<file path="src/rtl/rms_edf_task_scheduler_core_assert.svh">
// assertion macros for the task scheduler core
`ifndef RMS_EDF_TASK_SCHEDULER_CORE_ASSERT_SVH
`define RMS_EDF_TASK_SCHEDULER_CORE_ASSERT_SVH

// property a must hold on every edge outside reset
`define RTS_ASSERT(label, prop, msg) \
  label: assert property (@(posedge clk) disable iff (rst) (prop)) else $error(msg);

// implication checked on the next edge
`define RTS_ASSERT_NEXT(label, ante, cons, msg) \
  label: assert property (@(posedge clk) disable iff (rst) (ante) |=> (cons)) else $error(msg);

`endif

</file>
<file path="src/rtl/rts_pkg.sv">
// ---------------------------------------------------------------------------
// rts_pkg
// types and constants shared by the task scheduler core
// ---------------------------------------------------------------------------
package rts_pkg;

  localparam int MaxTasks  = 16;
  localparam int TimeWidth = 16;
  localparam int SlotW     = 4;
  localparam int ClockW    = 32;
  localparam int TaskW     = 3 * TimeWidth + 1;
  // dividend of the release modulo: clock plus offset
  localparam int DivW      = ClockW + 1;
  localparam int PerW      = TimeWidth + 1;

  localparam logic OP_WRITE = 1'b0;
  localparam logic OP_PLAN  = 1'b1;
  localparam logic MODE_RMS = 1'b0;

  localparam logic [1:0] REG_MODE  = 2'd0;
  localparam logic [1:0] REG_HYPER = 2'd1;

  typedef struct packed {
    logic [0:0]           opcode;
    logic [SlotW-1:0]     slot_index;
    logic [TimeWidth-1:0] period_in;
    logic [TimeWidth-1:0] budget_in;
    logic [TimeWidth-1:0] offset_in;
    logic [0:0]           active_in;
  } in_word_t;

  typedef struct packed {
    logic [0:0]           status;
    logic [0:0]           turn_valid;
    logic [SlotW-1:0]     turn_slot;
    logic [TimeWidth-1:0] run_cycles;
    logic [ClockW-1:0]    cycle_now;
  } out_word_t;

  typedef enum logic [3:0] {
    ST_IDLE, ST_WRITE, ST_WRAP, ST_REL_RD, ST_REL_DIV, ST_REL_WB,
    ST_SEL_RD, ST_SEL_DIV, ST_SEL_ACC, ST_CHG_RD, ST_CHG_WB, ST_OUT
  } state_t;

  typedef struct packed {
    logic                 start;
    logic [DivW-1:0]      dividend;
    logic [PerW-1:0]      divisor;
  } div_req_t;

  typedef struct packed {
    logic                 busy;
    logic                 done;
    logic [PerW-1:0]      rem;
  } div_rsp_t;

endpackage

</file>
<file path="src/rtl/rts_stream_if.sv">
// ---------------------------------------------------------------------------
// rts_stream_if
// valid/ready channel carrying one packed word
// ---------------------------------------------------------------------------
interface rts_stream_if #(parameter type word_t = logic) ();
  logic  valid;
  logic  ready;
  word_t data;
  modport source (output valid, output data, input ready);
  modport sink (input valid, input data, output ready);
endinterface

</file>
<file path="src/rtl/rts_ram.sv">
// ---------------------------------------------------------------------------
// rts_ram
// generic single write port ram with registered read
// ---------------------------------------------------------------------------
module rts_ram #(
  parameter int Width = 8,
  parameter int Depth = 16
) (
  input  logic                     clk,
  input  logic                     we,
  input  logic [$clog2(Depth)-1:0] waddr,
  input  logic [Width-1:0]         wdata,
  input  logic [$clog2(Depth)-1:0] raddr,
  output logic [Width-1:0]         rdata
);
  logic [Width-1:0] mem [Depth];
  always_ff @(posedge clk) begin
    if (we) begin
      mem[waddr] <= wdata;
    end
    rdata <= mem[raddr];
  end
endmodule

</file>
<file path="src/rtl/rts_divider.sv">
// ---------------------------------------------------------------------------
// rts_divider
// restoring remainder unit, one quotient bit per cycle
// ---------------------------------------------------------------------------
module rts_divider (
  input  logic                clk,
  input  logic                rst,
  input  rts_pkg::div_req_t   req,
  output rts_pkg::div_rsp_t   rsp
);
  import rts_pkg::*;

  localparam int CntW = $clog2(DivW + 1);

  logic [DivW-1:0] quo;
  logic [PerW:0]   rem;
  logic [PerW-1:0] dvs;
  logic [CntW-1:0] cnt;
  logic            busy;
  logic            done;
  logic [PerW:0]   trial;

  always_comb begin
    trial = {rem[PerW-1:0], quo[DivW-1]} - {1'b0, dvs};
  end

  always_ff @(posedge clk) begin
    if (rst) begin
      busy <= 1'b0;
      done <= 1'b0;
      cnt  <= '0;
    end else begin
      done <= 1'b0;
      if (req.start) begin
        busy <= 1'b1;
        cnt  <= CntW'(DivW);
        quo  <= req.dividend;
        rem  <= '0;
        dvs  <= req.divisor;
      end else if (busy) begin
        quo <= {quo[DivW-2:0], 1'b0};
        if (!trial[PerW]) begin
          rem <= trial;
        end else begin
          rem <= {rem[PerW-1:0], quo[DivW-1]};
        end
        cnt <= cnt - 1'b1;
        if (cnt == CntW'(1)) begin
          busy <= 1'b0;
          done <= 1'b1;
        end
      end
    end
  end

  assign rsp.busy = busy;
  assign rsp.done = done;
  assign rsp.rem  = rem[PerW-1:0];
endmodule

</file>
<file path="src/rtl/rms_edf_task_scheduler_core.sv">
// write item: the slot is written in ST_WRITE and the result registered in ST_OUT
// plan item: a release pass and a select pass over the slots, then ST_CHG_RD,
// ST_CHG_WB and ST_OUT; an overload ends the release pass early; an inactive slot
// skips the 33-step remainder unit, which is shared by both passes over the slots
// the core takes one item at a time; the next is taken once the result register is free
// rst clears the active, energy-valid and clock state at once; no sweep
// ---------------------------------------------------------------------------
// rms_edf_task_scheduler_core
// periodic task scheduler, rate monotonic or earliest deadline first
// ---------------------------------------------------------------------------
module rms_edf_task_scheduler_core (
  input  logic                    clk,
  input  logic                    rst,
  rts_stream_if.sink              in_ch,
  rts_stream_if.source            out_ch,
  input  logic                    psel,
  input  logic                    penable,
  input  logic                    pwrite,
  input  logic [2:2]              paddr,
  input  logic [31:0]             pwdata,
  output logic [31:0]             prdata,
  output logic                    pready
);
  import rts_pkg::*;

  logic                 sched_mode;
  logic [ClockW-1:0]    hyperperiod;
  logic [ClockW-1:0]    sched_clock;
  state_t               state, state_next;
  in_word_t             item;
  logic [SlotW-1:0]     idx;
  logic [MaxTasks-1:0]  active;
  logic [MaxTasks-1:0]  env;        // energy entry written since reset
  logic                 over;
  logic                 found, have_min;
  logic [SlotW-1:0]     pick;
  logic [PerW-1:0]      best_d, min_d, cur_d;
  logic [TimeWidth-1:0] pick_e;
  out_word_t            res;
  logic                 res_valid;

  // task ram: period, budget, offset, spare; energy in its own ram
  logic                 t_we, e_we;
  logic [SlotW-1:0]     t_wa, e_wa, t_ra, e_ra;
  logic [TaskW-1:0]     t_wd, t_rd;
  logic [TimeWidth-1:0] e_wd, e_rd, energy;
  logic [TimeWidth-1:0] tp, tb, to;
  logic [PerW-1:0]      eff_p;
  div_req_t             dreq;
  div_rsp_t             drsp;

  rts_ram #(.Width(TaskW), .Depth(MaxTasks)) u_task_ram (
    .clk(clk), .we(t_we), .waddr(t_wa), .wdata(t_wd), .raddr(t_ra), .rdata(t_rd)
  );
  rts_ram #(.Width(TimeWidth), .Depth(MaxTasks)) u_energy_ram (
    .clk(clk), .we(e_we), .waddr(e_wa), .wdata(e_wd), .raddr(e_ra), .rdata(e_rd)
  );
  rts_divider u_div (.clk(clk), .rst(rst), .req(dreq), .rsp(drsp));

  assign tp     = t_rd[TaskW-1 -: TimeWidth];
  assign tb     = t_rd[TaskW-1-TimeWidth -: TimeWidth];
  assign to     = t_rd[TimeWidth:1];
  assign energy = env[idx] ? e_rd : '0;
  assign eff_p  = (tp == '0) ? {1'b1, {TimeWidth{1'b0}}} : {1'b0, tp};
  assign cur_d  = eff_p - drsp.rem;
  assign t_ra   = idx;
  assign e_ra   = idx;

  assign pready = 1'b1;
  always_comb begin
    case (paddr[2])
      REG_MODE[0]: prdata = {31'b0, sched_mode};
      default:     prdata = hyperperiod;
    endcase
  end

  always_ff @(posedge clk) begin
    if (rst) begin
      sched_mode  <= MODE_RMS;
      hyperperiod <= 32'd1;
    end else if (psel && penable && pwrite) begin
      if (paddr[2] == REG_HYPER[0]) begin
        hyperperiod <= pwdata;
      end else begin
        sched_mode <= pwdata[0];
      end
    end
  end

  assign in_ch.ready  = (state == ST_IDLE) && !res_valid;
  assign out_ch.valid = res_valid;
  assign out_ch.data  = res;

  always_comb begin
    state_next = state;
    dreq       = '0;
    dreq.dividend = {1'b0, sched_clock} + {{(DivW-TimeWidth){1'b0}}, to};
    dreq.divisor  = eff_p;
    t_we = 1'b0;
    t_wa = item.slot_index;
    t_wd = {item.period_in, item.budget_in, item.offset_in, 1'b0};
    e_we = 1'b0;
    e_wa = idx;
    e_wd = '0;
    case (state)
      ST_IDLE: begin
        if (in_ch.valid && in_ch.ready) begin
          state_next = (in_ch.data.opcode == OP_WRITE) ? ST_WRITE : ST_WRAP;
        end
      end
      ST_WRITE: begin
        t_we = 1'b1;
        e_we = 1'b1;
        e_wa = item.slot_index;
        state_next = ST_OUT;
      end
      ST_WRAP:   state_next = ST_REL_RD;
      ST_REL_RD: begin
        if (active[idx]) begin
          state_next = ST_REL_DIV;
        end else if (idx == SlotW'(MaxTasks-1)) begin
          state_next = ST_SEL_RD;
        end
      end
      // slot words come from the registered ram read in ST_REL_RD, so the divide starts here
      ST_REL_DIV: begin
        if (drsp.done) begin
          state_next = ST_REL_WB;
        end else if (!drsp.busy) begin
          dreq.start = 1'b1;
        end
      end
      ST_REL_WB: begin
        if (drsp.rem == '0) begin
          if (energy != '0) begin
            state_next = ST_OUT;
          end else begin
            e_we = 1'b1;
            e_wd = tb;
          end
        end
        if (!(drsp.rem == '0 && energy != '0)) begin
          state_next = (idx == SlotW'(MaxTasks-1)) ? ST_SEL_RD : ST_REL_RD;
        end
      end
      ST_SEL_RD: begin
        if (active[idx]) begin
          state_next = ST_SEL_DIV;
        end else begin
          state_next = ST_SEL_ACC;
        end
      end
      ST_SEL_DIV: begin
        if (drsp.done) begin
          state_next = ST_SEL_ACC;
        end else if (!drsp.busy) begin
          dreq.start = 1'b1;
        end
      end
      ST_SEL_ACC: state_next = (idx == SlotW'(MaxTasks-1)) ? ST_CHG_RD : ST_SEL_RD;
      ST_CHG_RD:  state_next = ST_CHG_WB;
      ST_CHG_WB: begin
        if (found) begin
          e_we = 1'b1;
          e_wd = pick_e - res.run_cycles;
        end
        state_next = ST_OUT;
      end
      ST_OUT:  state_next = ST_IDLE;
      default: state_next = ST_IDLE;
    endcase
  end

  always_ff @(posedge clk) begin
    if (rst) begin
      state       <= ST_IDLE;
      sched_clock <= '0;
      active      <= '0;
      env         <= '0;
      res_valid   <= 1'b0;
      idx         <= '0;
    end else begin
      state <= state_next;
      if (out_ch.valid && out_ch.ready) begin
        res_valid <= 1'b0;
      end
      if (e_we) begin
        env[e_wa] <= 1'b1;
      end
      case (state)
        ST_IDLE: begin
          if (in_ch.valid && in_ch.ready) begin
            item     <= in_ch.data;
            idx      <= '0;
            over     <= 1'b0;
            found    <= 1'b0;
            have_min <= 1'b0;
            pick     <= '0;
            res      <= '0;
          end
        end
        ST_WRITE: active[item.slot_index] <= item.active_in[0];
        ST_WRAP: begin
          if (sched_clock == hyperperiod) begin
            sched_clock <= '0;
          end
        end
        ST_REL_RD: begin
          if (!active[idx]) begin
            idx <= idx + 1'b1;
          end
        end
        ST_REL_WB: begin
          if (drsp.rem == '0 && energy != '0) begin
            over <= 1'b1;
          end
          idx <= idx + 1'b1;
        end
        ST_SEL_ACC: begin
          if (active[idx] && (!have_min || cur_d < min_d)) begin
            min_d    <= cur_d;
            have_min <= 1'b1;
          end
          if (energy != '0) begin
            if (sched_mode == MODE_RMS) begin
              if (!found) begin
                found  <= 1'b1;
                pick   <= idx;
                pick_e <= energy;
              end
            end else if (active[idx] && (!found || cur_d < best_d)) begin
              found  <= 1'b1;
              pick   <= idx;
              best_d <= cur_d;
              pick_e <= energy;
            end
          end
          idx <= idx + 1'b1;
        end
        ST_CHG_RD: begin
          idx <= pick;
          if (found) begin
            res.turn_valid <= 1'b1;
            res.turn_slot  <= pick;
            res.run_cycles <= (have_min && min_d < {1'b0, pick_e}) ?
                              min_d[TimeWidth-1:0] : pick_e;
          end
        end
        ST_CHG_WB: begin
          sched_clock <= found ? sched_clock + ClockW'(res.run_cycles) : sched_clock + 1'b1;
        end
        ST_OUT: begin
          res.status    <= over;
          res.cycle_now <= sched_clock;
          res_valid     <= 1'b1;
        end
        default: ;
      endcase
    end
  end

  `include "rms_edf_task_scheduler_core_assert.svh"

  `RTS_ASSERT(a_no_take_while_full, !(res_valid && in_ch.ready), "input taken over full result")
  `RTS_ASSERT_NEXT(a_out_after_write, state == ST_WRITE, state == ST_OUT, "write did not finish")
  `RTS_ASSERT(a_over_no_grant, !(out_ch.valid && res.status == 1'b1 && res.turn_valid == 1'b1), "grant on overload")

endmodule

</file>
<file path="src/flat_wrapper.sv">
// flat-port wrapper written by rule: the top's interface ports become plain ports
module rms_edf_task_scheduler_core_flat import rts_pkg::*;
  (clk, rst, psel, penable, pwrite, paddr, pwdata, prdata, pready, in_ch_valid, in_ch_data, in_ch_ready, out_ch_valid, out_ch_data, out_ch_ready);
  rts_stream_if #(.word_t(in_word_t)) in_ch_i ();
  rts_stream_if #(.word_t(out_word_t)) out_ch_i ();
  input  logic clk;
  input  logic rst;
  input  logic psel;
  input  logic penable;
  input  logic pwrite;
  input  logic [2:2] paddr;
  input  logic [31:0] pwdata;
  output logic [31:0] prdata;
  output logic pready;
  input wire logic [$bits(in_ch_i.valid)-1:0] in_ch_valid;
  input wire logic [$bits(in_ch_i.data)-1:0] in_ch_data;
  output wire logic [$bits(in_ch_i.ready)-1:0] in_ch_ready;
  output wire logic [$bits(out_ch_i.valid)-1:0] out_ch_valid;
  output wire logic [$bits(out_ch_i.data)-1:0] out_ch_data;
  input wire logic [$bits(out_ch_i.ready)-1:0] out_ch_ready;
  assign in_ch_i.valid = in_ch_valid;
  assign in_ch_i.data = in_ch_data;
  assign in_ch_ready = in_ch_i.ready;
  assign out_ch_valid = out_ch_i.valid;
  assign out_ch_data = out_ch_i.data;
  assign out_ch_i.ready = out_ch_ready;
  rms_edf_task_scheduler_core u_core (.clk(clk), .rst(rst), .in_ch(in_ch_i), .out_ch(out_ch_i), .psel(psel), .penable(penable), .pwrite(pwrite), .paddr(paddr), .pwdata(pwdata), .prdata(prdata), .pready(pready));
endmodule
</file>
<file path="config.mk">
export PLATFORM = sky130hd
export DESIGN_NAME = rms_edf_task_scheduler_core_flat
export DESIGN_NICKNAME = d
export VERILOG_FILES = /design/src/rtl/rts_pkg.sv /design/src/rtl/rts_stream_if.sv /design/src/rtl/rts_ram.sv /design/src/rtl/rts_divider.sv /design/src/rtl/rms_edf_task_scheduler_core.sv /design/src/flat_wrapper.sv
export VERILOG_INCLUDE_DIRS = /design/src /design/src/rtl
export SDC_FILE = /design/constraint.sdc
export NUM_CORES = 2
export LEC_CHECK = 0
export BUFFER_PORTS_ARGS = -buffer_cell sky130_fd_sc_hd__buf_4
export CAP_MARGIN = 40
export CORE_AREA = 2 2 415 417
export CTS_CLUSTER_DIAMETER = 30
export DETAILED_ROUTE_END_ITERATION = 6
export DIE_AREA = 0 0 417 419
export PLACE_DENSITY = 0.62
export SYNTH_ARGS = -nofsm -noshare
export SYNTH_HDL_FRONTEND = slang
export SYNTH_SLANG_ARGS = --single-unit
</file>
<file path="constraint.sdc">
create_clock -name clk -period 14 [get_ports clk]
set_clock_uncertainty 0.15 [all_clocks]
set_input_delay 2.1 -clock clk [delete_from_list [all_inputs] [get_ports clk]]
set_output_delay 2.1 -clock clk [all_outputs]
set_load 0.02 [all_outputs]
</file>
==> summary.md <==
| Metric | Value |
|---|---|
| Outcome | `complete, no violations` |
| DRT iter0 DRCs | `2897` |
| Slew @ Worst Pin | `0.925 ns` |
| Worst setup SP type | `flip-flop` |
| CP Buf/Inv Count | `1` |
| Post-Route Setup TNS | `0 ns` |
| Crit path kind | `reg2reg` |
| Area after DPL | `between 60000 and 70000 sq um` |
| Fin crit period | `between 5 and 6 ns` |
| Ports | `about 180` |
| GP Congestion | `around 0.84` |
| Critical Path Fanout Max | `16` |
| Register area share after synthesis | `69.6%` |
| Worst reg2reg endpoint | `u_core.pick_e[7]$_DFFE_PP_` |
| Area share of the largest cell type after synthesis | `63.6%` |
| Fmax | `183 MHz` |
| Final-report hold violation count | `0` |
| Die width | `417 um` |
| Top cell type by total area after synthesis | `edfxtp_1` |
| Multi-input logic area | `16900 sq um` |
| Final Util | `43.8%` |
| Synth top cells by count | `edfxtp_1, mux4_2, nand2_1` |
| Final-stage net count | `4166` |
| GRT Overall Usage | `17.2%` |
| PortBufs | `181` |
| Layout cells sized above 1 | `between 20% and 30%` |
| Pin count of the biggest net entering global routing | `96` |
| Max-Slew Margin vs Limit | `around 38%` |
| Synthesized flop and latch total | `between 1000 and 1500` |
| Final antenna-violating net count | `0` |
| Worst reg-to-reg path cell count | `18` |
| Yosys cell types | `slightly below 90` |
| Clock Latency Late Sink | `0.91 ns` |
| Post-Syn Area | `59300 sq um` |
| Crit-path cells | `inv_1 -> ha_1 -> nor2b_1 -> o21a_1 -> o21ai_1 -> a21oi_1 -> a41o_1 -> o41ai_1 -> o2111ai_1 -> a21oi_1 -> xnor2_1 -> ha_1 -> nand3_1 -> nor2_1 -> o21ai_0 -> a2111oi_0 -> o221ai_1 -> and3_1` |
| RSZ-0062 raised after global routing | `no` |
| Worst hold path type | `reg2reg` |
| Mean Syn Cell Area | `17.0 sq um` |
| LEAKAGE | `~0.026 uW` |
| Vias | `33400` |
| Final HPWL DP | `91.6 mm` |
| Ys async rst share | `0%` |
| Flop-to-flop setup slack | `about 8.5 ns` |
| Hold_sp | `u_core.u_div.cnt[5]$_SDFFE_PP0N_` |
| Post-synthesis net count | `3726` |
| # hold bufs at CTS | `0` |
| Max-slew violation count | `0` |
| Min Hold Slack | `0.270 ns` |
| Worst Hold End | `u_core.u_div.done$_SDFF_PP0_` |
| Critical Path Max Stage Delay | `~0.63 ns` |
| Drt drc | `0` |
| Overflow after GRT | `0` |
| Number of global-route vias before repair | `33900` |
| Number of flops mapped to enable cells by yosys | `1255` |
| Period Utilization, post-route | `just under 40%` |
| Clk sinks | `1433` |
| Cell area after layout | `74800 sq um` |
| Cell Rows | `152` |
| Slowest stage cell, crit path | `o41ai_1` |
| Vias/cell | `5.20` |
| Initial Util | `34.8%` |
| Worst path required time | `14.32 ns` |
| Worst Hold Path Cells | `1` |
| CTS tree | `yes` |
| Antenna violations before repair | `7` |
| Area contributors post-synth | `edfxtp_1, mux4_2, dfxtp_1` |
| CTS clk-pin slew, worst paths | `0.04 ns` |
| Drt first pass iters | `7` |
| Die Area | `175000 sq um` |
| # fillers | `14600` |
| Maximum vdd ir drop | `0.135 mV` |
| Clock buffer depth | `4` |
| Syn. warnings | `0` |
| First-pass GRT wire length | `223 mm` |
| Root buf cell | `clkbuf_16` |
| Area Overhead vs Synth | `26.1%` |
| Post-CTS Setup Bufs | `0` |
| RR Startpoint | `u_core.u_div.rem[1]$_SDFFCE_PP0P_` |
| Cell family with most CP delay | `compound AO/OA/AOI/OAI gates` |
| Post-synth top flop | `edfxtp_1` |
| Critical path arrival | `5.78 ns` |
| H-Tree Level Count | `5` |
| Max_cap viols | `0` |
| Post_cts resized | `0` |
| Die Span Y | `419 um` |
| Critical path endpoint category | `flip-flop` |
| CTS buffer count | `325` |
| WL per Instance | `approximately 24 um` |
| Core area | `171000 sq um` |
| Endpoints failing setup | `0` |
| FF/Latch Area | `roughly 41000 sq um` |
| P per Cell Area | `212 nW/um^2` |
| Power Total | `roughly 16000 uW` |
| Post-synthesis cell count | `3497` |
| Drt total wl | `152 mm` |
| Most common cell in the netlist | `edfxtp_1` |
## cell families (layout without fill, tap and decap cells)
kind of cell / after synthesis / count (layout) / synth area share (%)
mux: 371 / 371 / 13.2
flops: 1433 / 1433 / 69.6
compound gates: 436 / 436 / 4.79
fa+ha+maj: 135 / 135 / 2.91
other cells: 1 / 3 / 0.00633
xor+xnor: 109 / 109 / 1.61
simple gates: 690 / 690 / 5.73
buf+inv: 322 / 1009 / 2.16
## cells in the final DEF, fill, tap and decap left out, types with 59 or more instances in the layout
cell type  synthesis  final
and2_1            99     99
edfxtp_1        1255   1255
nor2_1           168    151
nand2_1          184    184
ha_1             130    130
dfxtp_1          178    174
a21oi_1          150    147
clkbuf_16          0    333
mux4_2           329    329
o21ai_0           65     65
inv_1            144    144
buf_4              3    268
xor2_1            59     59
## layout make-up
cell class              count  share of cell area [%]
diodes                      2                 0.00669
multi-input cells        1742                    22.6
clock inverters           187                    2.82
flip-flops and latches   1433                    55.2
well taps                2233                    3.74
repair buffers            290                    3.30
clock buffers             387                    11.6
inverters                 145                   0.728
## worst register-to-register path, delay by kind of cell, from the launching register on
family	cells	cell delay (ns)
AOI/OAI and AO/OA	10	2.81
xor gates and xnor gates	1	0.17
adders and majority gates	2	0.57
buffers and inverters	1	0.13
DFF	1	0.43
and+or+nand+nor	4	0.83
## flip-flops by register name (all words and copies together), names as in the netlist, 4 cells and up
| register | count |
|---|---|
| u_core.u_div.quo | 33 |
| u_core.pick | 4 |
| u_core.sched_clock | 32 |
| u_core.u_div.dvs | 17 |
| u_core.item | 49 |
| u_core.e_ra | 4 |
| u_core.u_task_ram.mem | 768 |
| u_core.u_div.cnt | 6 |
| u_core.u_energy_ram.rdata | 16 |
| u_core.t_wa | 4 |
| u_core.state | 4 |
| u_core.active | 16 |
| u_core.u_task_ram.rdata | 48 |
| u_core.out_ch.data | 54 |
| u_core.u_energy_ram.mem | 256 |
| u_core.min_d | 17 |
| u_core.env | 16 |
| u_core.pick_e | 16 |
| u_core.hyperperiod | 32 |
| u_core.u_div.rem | 17 |
| u_core.best_d | 17 |
## where the power goes
group | leakage, uW | internal [uW] | switching, uW
Sequential | 0.0126 | 5240 | 417
Combinational | 0.00784 | 1270 | 1500
Clock | 0.00524 | 5110 | 2310
Total | 0.0257 | 11600 | 4230
## how the worst max path moves through the flow
stage | from | slack (ns) | depth (start not counted) | end
floorplan | rst | 8.33 | 4 | u_core.item[0]$_DFFE_PP_
global placement | rst | 8.74 | 5 | u_core.item[7]$_DFFE_PP_
detailed placement | u_core.u_div.rem[1]$_SDFFCE_PP0P_ | 8.70 | 18 | u_core.pick_e[10]$_DFFE_PP_
CTS | u_core.u_div.rem[1]$_SDFFCE_PP0P_ | 8.61 | 18 | u_core.pick_e[7]$_DFFE_PP_
global route | u_core.u_div.rem[1]$_SDFFCE_PP0P_ | 8.00 | 18 | u_core.pick_e[7]$_DFFE_PP_
finish | u_core.u_div.rem[1]$_SDFFCE_PP0P_ | 8.55 | 18 | u_core.pick_e[7]$_DFFE_PP_
## metal layers
layer | part of all wire [%] | wire (um) | track usage, % | vias to the layer above
met5 | 0.0066 | 10 | 0 | -
met4 | 2.6 | 3990 | 5.76 | 2
met3 | 6.9 | 10500 | 3.63 | 305
li1 | - | - | - | 14700
met1 | 43 | 64900 | 23.2 | 17100
met2 | 48 | 72300 | 27.7 | 1299
## per-stage QoR
step | setup slack, ns | instances
2_1_floorplan | 8.33 | 3497
3_3_place_gp | 8.74 | 5814
3_5_place_dp | 8.70 | 5841
4_1_cts | 8.61 | 6415
5_1_grt | 8.00 | 6418
6_report | 8.55 | 6419
(Power assumes the default switching activity.)
